`src/rtl/step_dir_pulse_generator_macros.svh`:
```
// Assertion macros for the step/direction pulse generator.
// Expects signals clk and rst in the scope of use.
`ifndef STEP_DIR_PULSE_GENERATOR_MACROS_SVH
`define STEP_DIR_PULSE_GENERATOR_MACROS_SVH

// antecedent implies consequent in the same cycle
`define SDPG_ASSERT_NOW(label, ante, cons, msg) \
  label: assert property (@(posedge clk) disable iff (rst) (ante) |-> (cons)) \
    else $error(msg);

// antecedent implies consequent in the next cycle
`define SDPG_ASSERT_NEXT(label, ante, cons, msg) \
  label: assert property (@(posedge clk) disable iff (rst) (ante) |=> (cons)) \
    else $error(msg);

`endif

```
`src/rtl/sdpg_pkg.sv`:
```
// Types and constants shared by the step/direction pulse generator.
// No dependencies.
`default_nettype none

package sdpg_pkg;

  typedef enum logic [1:0] {
    MODE_TICK   = 2'd0,
    MODE_SPEED  = 2'd1,
    MODE_ENABLE = 2'd2,
    MODE_STOP   = 2'd3
  } mode_t;

  localparam logic [1:0] CFG_PERIOD_MAX = 2'd0;
  localparam logic [1:0] CFG_PERIOD_MIN = 2'd1;
  localparam logic [1:0] CFG_ENABLE_LVL = 2'd2;
  localparam logic [1:0] CFG_UNIT_ID    = 2'd3;

  localparam logic [15:0] PERIOD_MAX_RST = 16'd1000;
  localparam logic [15:0] PERIOD_MIN_RST = 16'd100;
  localparam logic [7:0]  UNIT_ID_RST    = 8'd1;
  localparam logic [15:0] RESET_PERIOD   = 16'd250;

  localparam logic [1:0]  DIRN_NONE      = 2'd0;
  localparam logic [1:0]  DIRN_FWD       = 2'd1;
  localparam logic [7:0]  BROADCAST_ID   = 8'hFF;
  localparam logic [15:0] MIN_PHASE      = 16'd2;

  // full speed, 100 percent in Q8
  localparam logic [14:0] FULL_SPEED_Q8  = 15'd25600;
  // floor(2^30 / 100); estimate is low by at most one
  localparam logic [23:0] RECIP_100      = 24'd10737418;
  localparam logic [25:0] DIV_100        = 26'd100;

  typedef struct packed {
    mode_t       mode;
    logic [7:0]  target_id;
    logic [1:0]  direction;
    logic        enable_request;
  } cmd_t;

  typedef struct packed {
    cmd_t        cmd;
    logic        speed_zero;
    logic [15:0] period;
  } mapped_t;

endpackage

`default_nettype wire

```
`src/rtl/sdpg_period_map.sv`:
```
// Four-stage pipeline mapping a Q8 percent speed onto a step period.
// Depends on sdpg_pkg.
`default_nettype none

module sdpg_period_map
  import sdpg_pkg::*;
(
  input  wire logic               clk,
  input  wire logic               rst,
  input  wire logic               in_valid,
  output logic                    in_ready,
  input  wire cmd_t               in_cmd,
  input  wire logic signed [15:0] in_speed,
  input  wire logic [15:0]        period_max,
  input  wire logic [15:0]        period_min,
  output logic                    out_valid,
  input  wire logic               out_ready,
  output mapped_t                 out_item
);

  logic [3:0] v;
  logic [3:0] rdy;

  cmd_t               cmd0;
  logic signed [15:0] spd0;
  cmd_t               cmd1;
  logic               zero1;
  logic signed [32:0] prod1;
  logic [30:0]        base1;
  cmd_t               cmd2;
  logic               zero2;
  logic [23:0]        x2;
  logic [47:0]        est2;

  logic [14:0]        s_cl;
  logic signed [16:0] diff;
  logic signed [32:0] prod_a;
  logic [30:0]        base_a;
  logic signed [33:0] num_b;
  logic [31:0]        numc_b;
  logic [23:0]        x_b;
  logic [47:0]        est_b;
  logic [17:0]        qe_c;
  logic [25:0]        qx_c;
  logic [25:0]        rem_c;
  logic [17:0]        q_c;
  logic [15:0]        per_c;

  always_comb begin
    rdy[3] = !v[3] || out_ready;
    for (int i = 2; i >= 0; i--) begin
      rdy[i] = !v[i] || rdy[i+1];
    end
  end

  assign in_ready  = rdy[0];
  assign out_valid = v[3];

  // clamp, then difference times speed
  always_comb begin
    if (spd0[15]) begin
      s_cl = '0;
    end else if (spd0[14:0] > FULL_SPEED_Q8) begin
      s_cl = FULL_SPEED_Q8;
    end else begin
      s_cl = spd0[14:0];
    end
    diff   = $signed({1'b0, period_max}) - $signed({1'b0, period_min});
    prod_a = diff * $signed({1'b0, s_cl});
    base_a = period_max * FULL_SPEED_Q8;
  end

  // numerator, floor by 256, reciprocal of 100
  always_comb begin
    num_b  = $signed({3'b000, base1}) - $signed({prod1[32], prod1});
    numc_b = num_b[33] ? 32'd0 : num_b[31:0];
    x_b    = numc_b[31:8];
    est_b  = x_b * RECIP_100;
  end

  // correct the quotient, then clamp
  always_comb begin
    qe_c  = est2[47:30];
    qx_c  = {8'd0, qe_c} * DIV_100;
    rem_c = {2'b00, x2} - qx_c;
    q_c   = (rem_c >= DIV_100) ? qe_c + 18'd1 : qe_c;
    if (q_c < {2'b00, period_min}) begin
      q_c = {2'b00, period_min};
    end
    if (q_c > {2'b00, period_max}) begin
      q_c = {2'b00, period_max};
    end
    per_c = q_c[15:0];
  end

  always_ff @(posedge clk) begin
    if (rst) begin
      v <= '0;
    end else begin
      if (rdy[0]) v[0] <= in_valid;
      if (rdy[1]) v[1] <= v[0];
      if (rdy[2]) v[2] <= v[1];
      if (rdy[3]) v[3] <= v[2];
    end
    if (rdy[0]) begin
      cmd0 <= in_cmd;
      spd0 <= in_speed;
    end
    if (rdy[1]) begin
      cmd1  <= cmd0;
      zero1 <= (s_cl == '0);
      prod1 <= prod_a;
      base1 <= base_a;
    end
    if (rdy[2]) begin
      cmd2  <= cmd1;
      zero2 <= zero1;
      x2    <= x_b;
      est2  <= est_b;
    end
    if (rdy[3]) begin
      out_item.cmd        <= cmd2;
      out_item.speed_zero <= zero2;
      out_item.period     <= per_c;
    end
  end

endmodule

`default_nettype wire

```
`src/rtl/step_dir_pulse_generator.sv`:
```
// Top level of the step/direction pulse generator: config registers,
// pulse state and result register. Depends on sdpg_pkg, sdpg_period_map
// and step_dir_pulse_generator_macros.svh.
//
//  channel   dir  beat content
//  s_axis    in   tuser[1:0] mode; tdata target_id, speed_pct_q8, direction,
//                 enable_request
//  m_axis    out  tdata step_level, dir_level, enable_pin_level, running,
//                 period_us
//  cfg       in   cfg_we, cfg_index, cfg_data; one register per write
//
// One beat in and one result out per clock while m_axis is not stalled;
// each result passes through the input register, clamp and multiply,
// reciprocal multiply, correction and clamp in the period mapper, then the
// pulse state and result register.
// Synchronous reset restores the register defaults, period 250, forward,
// driver enabled, pulses stopped.
// Each stage moves when the next has room, so a stalled m_axis fills the
// pipeline before s_axis_tready drops.
`default_nettype none

`include "step_dir_pulse_generator_macros.svh"

module step_dir_pulse_generator
  import sdpg_pkg::*;
(
  input  wire logic        clk,
  input  wire logic        rst,
  input  wire logic        s_axis_tvalid,
  output logic             s_axis_tready,
  // [7:0] target_id, [23:8] speed_pct_q8, [25:24] direction,
  // [26] enable_request, [31:27] zero
  input  wire logic [31:0] s_axis_tdata,
  // [1:0] mode
  input  wire logic [1:0]  s_axis_tuser,
  output logic             m_axis_tvalid,
  input  wire logic        m_axis_tready,
  // [0] step_level, [1] dir_level, [2] enable_pin_level, [3] running,
  // [19:4] period_us, [23:20] zero
  output logic [23:0]      m_axis_tdata,
  input  wire logic        cfg_we,
  input  wire logic [1:0]  cfg_index,
  input  wire logic [15:0] cfg_data
);

  logic [15:0] period_max_us;
  logic [15:0] period_min_us;
  logic        enable_active_level;
  logic [7:0]  unit_id;

  logic        run_flag;
  logic [15:0] period_reg;
  logic        dir_reg;
  logic        enabled_reg;
  logic        high_phase;
  logic [15:0] phase_left;
  logic [15:0] low_len_latched;

  logic        run_flag_next;
  logic [15:0] period_reg_next;
  logic        dir_reg_next;
  logic        enabled_reg_next;
  logic        high_phase_next;
  logic [15:0] phase_left_next;
  logic [15:0] low_len_latched_next;
  logic        step_next;
  logic [15:0] hi_len;
  logic [15:0] lo_len;

  cmd_t        in_cmd;
  logic        pm_valid;
  logic        res_ready;
  mapped_t     pm_item;
  logic        take;

  assign in_cmd.mode           = mode_t'(s_axis_tuser);
  assign in_cmd.target_id      = s_axis_tdata[7:0];
  assign in_cmd.direction      = s_axis_tdata[25:24];
  assign in_cmd.enable_request = s_axis_tdata[26];

  sdpg_period_map u_map (
    .clk        (clk),
    .rst        (rst),
    .in_valid   (s_axis_tvalid),
    .in_ready   (s_axis_tready),
    .in_cmd     (in_cmd),
    .in_speed   ($signed(s_axis_tdata[23:8])),
    .period_max (period_max_us),
    .period_min (period_min_us),
    .out_valid  (pm_valid),
    .out_ready  (res_ready),
    .out_item   (pm_item)
  );

  assign res_ready = !m_axis_tvalid || m_axis_tready;
  assign take      = pm_valid && res_ready;

  always_comb begin
    run_flag_next        = run_flag;
    period_reg_next      = period_reg;
    dir_reg_next         = dir_reg;
    enabled_reg_next     = enabled_reg;
    high_phase_next      = high_phase;
    phase_left_next      = phase_left;
    low_len_latched_next = low_len_latched;
    step_next            = 1'b0;
    hi_len               = {1'b0, period_reg[15:1]};
    lo_len               = period_reg - hi_len;
    if (hi_len < MIN_PHASE) hi_len = MIN_PHASE;
    if (lo_len < MIN_PHASE) lo_len = MIN_PHASE;

    case (pm_item.cmd.mode)
      MODE_TICK: begin
        if (run_flag) begin
          if (phase_left == '0) begin
            high_phase_next      = 1'b1;
            phase_left_next      = hi_len;
            low_len_latched_next = lo_len;
          end
          step_next       = high_phase_next;
          phase_left_next = phase_left_next - 16'd1;
          if (phase_left_next == '0 && high_phase_next) begin
            high_phase_next = 1'b0;
            phase_left_next = low_len_latched_next;
          end
        end
      end
      MODE_SPEED: begin
        if (pm_item.cmd.target_id == unit_id) begin
          if (pm_item.cmd.direction == DIRN_NONE || pm_item.speed_zero) begin
            run_flag_next    = 1'b0;
            high_phase_next  = 1'b0;
            phase_left_next  = '0;
            enabled_reg_next = 1'b1;
          end else begin
            dir_reg_next     = (pm_item.cmd.direction == DIRN_FWD);
            period_reg_next  = pm_item.period;
            enabled_reg_next = 1'b1;
            run_flag_next    = 1'b1;
          end
        end
        step_next = run_flag_next && high_phase_next;
      end
      MODE_ENABLE: begin
        if (pm_item.cmd.target_id == unit_id || pm_item.cmd.target_id == BROADCAST_ID) begin
          enabled_reg_next = pm_item.cmd.enable_request;
        end
        step_next = run_flag && high_phase;
      end
      MODE_STOP: begin
        run_flag_next    = 1'b0;
        high_phase_next  = 1'b0;
        phase_left_next  = '0;
        enabled_reg_next = 1'b1;
      end
      default: begin
        step_next = 1'b0;
      end
    endcase
  end

  always_ff @(posedge clk) begin
    if (rst) begin
      period_max_us       <= PERIOD_MAX_RST;
      period_min_us       <= PERIOD_MIN_RST;
      enable_active_level <= 1'b1;
      unit_id             <= UNIT_ID_RST;
      run_flag            <= 1'b0;
      period_reg          <= RESET_PERIOD;
      dir_reg             <= 1'b1;
      enabled_reg         <= 1'b1;
      high_phase          <= 1'b0;
      phase_left          <= '0;
      low_len_latched     <= '0;
      m_axis_tvalid       <= 1'b0;
    end else begin
      if (cfg_we) begin
        case (cfg_index)
          CFG_PERIOD_MAX: period_max_us       <= cfg_data;
          CFG_PERIOD_MIN: period_min_us       <= cfg_data;
          CFG_ENABLE_LVL: enable_active_level <= cfg_data[0];
          CFG_UNIT_ID:    unit_id             <= cfg_data[7:0];
          default: begin
          end
        endcase
      end
      if (res_ready) m_axis_tvalid <= pm_valid;
      if (take) begin
        run_flag        <= run_flag_next;
        period_reg      <= period_reg_next;
        dir_reg         <= dir_reg_next;
        enabled_reg     <= enabled_reg_next;
        high_phase      <= high_phase_next;
        phase_left      <= phase_left_next;
        low_len_latched <= low_len_latched_next;
      end
    end
    if (take) begin
      m_axis_tdata <= {4'd0, period_reg_next, run_flag_next,
                       enabled_reg_next ? enable_active_level : ~enable_active_level,
                       dir_reg_next, step_next};
    end
  end

  `SDPG_ASSERT_NOW(a_stop_clears_phase, !run_flag, !high_phase && phase_left == '0, "stale phase")
  `SDPG_ASSERT_NOW(a_high_has_count, run_flag && high_phase, phase_left != '0, "empty high")
  `SDPG_ASSERT_NOW(a_low_len_latched, high_phase, low_len_latched >= MIN_PHASE, "short low")
  `SDPG_ASSERT_NOW(a_step_needs_run, m_axis_tvalid && m_axis_tdata[0], m_axis_tdata[3], "idle step")
  `SDPG_ASSERT_NEXT(a_result_follows, take, m_axis_tvalid, "taken result not presented")

endmodule

`default_nettype wire

```
`config.mk`:
```
export PLATFORM = sky130hd
export DESIGN_NAME = step_dir_pulse_generator
export DESIGN_NICKNAME = d
export VERILOG_FILES = /design/src/rtl/sdpg_pkg.sv /design/src/rtl/sdpg_period_map.sv /design/src/rtl/step_dir_pulse_generator.sv
export VERILOG_INCLUDE_DIRS = /design/src /design/src/rtl
export SDC_FILE = /design/constraint.sdc
export NUM_CORES = 2
export LEC_CHECK = 0
export ABC_AREA = 1
export BUFFER_PORTS_ARGS = -buffer_cell sky130_fd_sc_hd__buf_2
export CELL_PAD_IN_SITES_DETAIL_PLACEMENT = 0
export CELL_PAD_IN_SITES_GLOBAL_PLACEMENT = 1
export CORE_MARGIN = 10
export CORE_UTILIZATION = 40
export CTS_CLUSTER_DIAMETER = 100
export DETAILED_ROUTE_END_ITERATION = 7
export GPL_TIMING_DRIVEN = 0
export PLACE_DENSITY = 0.72
export SYNTH_ARGS = -nofsm -noshare
export SYNTH_HDL_FRONTEND = slang
export SYNTH_SLANG_ARGS = --single-unit
```
`constraint.sdc`:
```
create_clock -name clk -period 11.36 [get_ports clk]
set_clock_uncertainty 0.1 [all_clocks]
set_input_delay 1.136 -clock clk [delete_from_list [all_inputs] [get_ports clk]]
set_output_delay 1.136 -clock clk [all_outputs]
set_load 0.1 [all_outputs]
```
==> metrics.txt <==
Post-CTS Hold Fix Bufs=0; GPL Wtd Cong=0.907; CTS max path bufs=3; Buf/Inv on CP=8; global-route wire length before repair=162 mm; initial DRC count=1,513; RSZ-0062 raised after global routing=false; via count=roughly 29,000; clock latency on the worst-skew pair=590 ps; Setup crit end=u_map.est2[45]; Async SR Flop Fraction=0%; Routed WL=101 mm; layout cells sized above 1=5.96%; Unique masters post-synth=63; Synth area leaders=fa_1 (25%), ha_1 (18%), edfxtp_1 (15%), inv_1 (9.6%), nand2_1 (6.2%); nets=5,665; area leader, netlist=fa_1; endpoint class of the critical path=flop; Worst Path Arrival=11,010 ps; critical path's slowest cell=nor2_1; CP Class=reg2reg; setup TNS=0 ps; synth-to-layout area growth=9.10%; Congestion Overflow GR=0; Seq/Total Area, Yosys=between 20% and 30%; Ports=83; CTS sink cnt=299; initial antenna violation count=11; most used cell, CP=inv_1; Largest Register=u_map.prod1; fin crit share=94.8%; Port Buffers=72; multi-input logic area=27,000 um^2; initial core utilization=40.4%; RR Startpoint=u_map.base1[11]; final cell count without fillers=5,853; Max-slew headroom=11.8%; Final Slew Violations=0; R2R setup slack=590 ps; Synth top area share=24.7%; CTS clock-pin slew for the worst setup and hold paths=60 ps; crit path from=u_map.base1[11]; Initial DRT Pass Iterations=7; antenna viol nets, final=0; Critical Path RT=11,600 ps; GRT Total Usage=~18%; ys flop type=edfxtp_1; vias in the first global route=29,000; Die Width=333 um; DRC Markers=0; Post-synth EDFFs=201; #FFs+latches synth=approximately 300; Hold WC Path Type=reg2reg; post-CTS sizing=0; num rows=114; largest net degree at the start of global routing=46; # Max-Cap Violations=0; Worst Path Max Fanout=10; Yosys warning count=0; slowest stage delay, CP=940 ps; Die Y-Extent=~330 um; CTS Root Cell=clkbuf_16; TritonCTS clock tree=yes; HPWL Detailed=85.4 mm; min Tclk post-route=10,770 ps; WL/cell=about 17 um; R2R depth=38; Final WS setup=approximately 600 ps; Via density=4.93; core area=about 97,000 um^2; RR Endpoint=u_map.est2[45]; H-tree depth=2; cell family with most CP delay=adder cells; Synth Cell Area=39,200 um^2; CP startpoint kind=flop; biggest regs=u_map.prod1 (33), u_map.out_item (30), u_map.x2 (22); Mapped Cells=4,420; die area=about 110,000 um^2; Setup Fix Bufs, Post-CTS=0; actual slew at the worst max-slew pin=1320 ps; final setup vio count=0; pre-CTS setup slack=589 ps; total CTS buffers=37; outcome=completed; antenna fix cells=0; FILL cells=around 9,500; max FFs per register=33; syn avg cell area=8.86 um^2; CP Depth=38; register area=8000 um^2; fmax=0.0928 GHz; endpoints failing hold=0; hold wc startpoint=u_map.cmd0[10]; Cells after DPL=5,784
[worst min-delay path by stage]
stage	to	slack, ps	cells past startpoint
2_1_floorplan	u_map.cmd1[0]	300	0
3_3_place_gp	u_map.out_item[18]	300	0
3_5_place_dp	u_map.cmd1[10]	300	0
4_1_cts	u_map.cmd1[10]	320	0
5_1_grt	u_map.out_item[21]	320	0
6_report	u_map.cmd1[10]	320	0
[cells in the mapped netlist (13+ instances only)]
master / n
and2_1: 22
edfxtp_1: 201
fa_1: 483
o211ai_1: 21
xnor2_1: 53
nand3_1: 112
a31oi_1: 13
nor3_1: 28
inv_1: 1004
ha_1: 577
clkinv_1: 16
nand4_1: 48
xor2_1: 122
nor2_1: 302
mux2_2: 16
or2_2: 24
clkbuf_1: 48
nand2_1: 646
dfxtp_1: 98
a21oi_1: 273
o21ai_0: 149
o21bai_1: 18
[through the flow]
step | util, % | area, um^2 | hold slack, ps
after global routing | 44.1 | 42700 | 323
after global placement | 42.5 | 41100 | 301
after detailed placement | 42.7 | 41400 | 305
after floorplan | - | 39200 | 300
final | 44.1 | 42700 | 316
after CTS | 44.1 | 42700 | 318
[layer usage]
metal | track usage (%) | wire length [um] | vias up
met2 | 30.4 | 47200 | 485
li1 | - | - | 14300
met1 | 24.9 | 47200 | 14000
met3 | 2.76 | 4350 | 130
met4 | 3.80 | 2130 | 12
met5 | 0 | 74 | -
[cell type report]
cell class / count / share of cell area, %
Buffer: 65 / 0.712
Timing Repair Buffer: 86 / 1.43
Inverter: 1029 / 9.04
Multi-Input combinational cell: 3030 / 63.3
Clock inverter: 23 / 0.770
Tap cell: 1276 / 3.74
Clock buffer: 45 / 2.28
Sequential cell: 299 / 18.7
[worst reg2reg max path, delay by kind of cell (launching register included)]
family	cells	cell delay [ps]
simple gates	12	2380
fa+ha+maj	9	4170
xor+xnor	1	390
compound gates	8	2160
buf+inv	8	940
flops	1	400
[placed cells by master (no fill, tap or decap), types with 18 or more instances in the layout]
cell type     n
o211ai_1     21
clkbuf_16    37
a21oi_1     272
xnor2_1      53
nor3_1       28
ha_1        577
or2_2        24
nand2_1     645
xor2_1      122
buf_2        77
nand4_1      48
clkbuf_1     53
nor2_1      290
and2_1       22
nor2_2       19
o21bai_1     18
inv_1      1002
fa_1        483
edfxtp_1    201
dfxtp_1      98
nand3_1     112
o21ai_0     145
[cells by family after synthesis]
logic type	count (synthesis)	synth area share [%]
muxes	17	0.486
DFF	299	20.4
xor gates and xnor gates	176	3.96
and+or+nand+nor	1233	13.5
other	1	0.00958
AOI/OAI and AO/OA	540	7.85
buffers and inverters	1094	10.6
adders and majority gates	1060	43.1
Power is left out: the tool's default activity adds up to more than one toggle a clock period on the data nets, which glitch-free logic cannot reach.
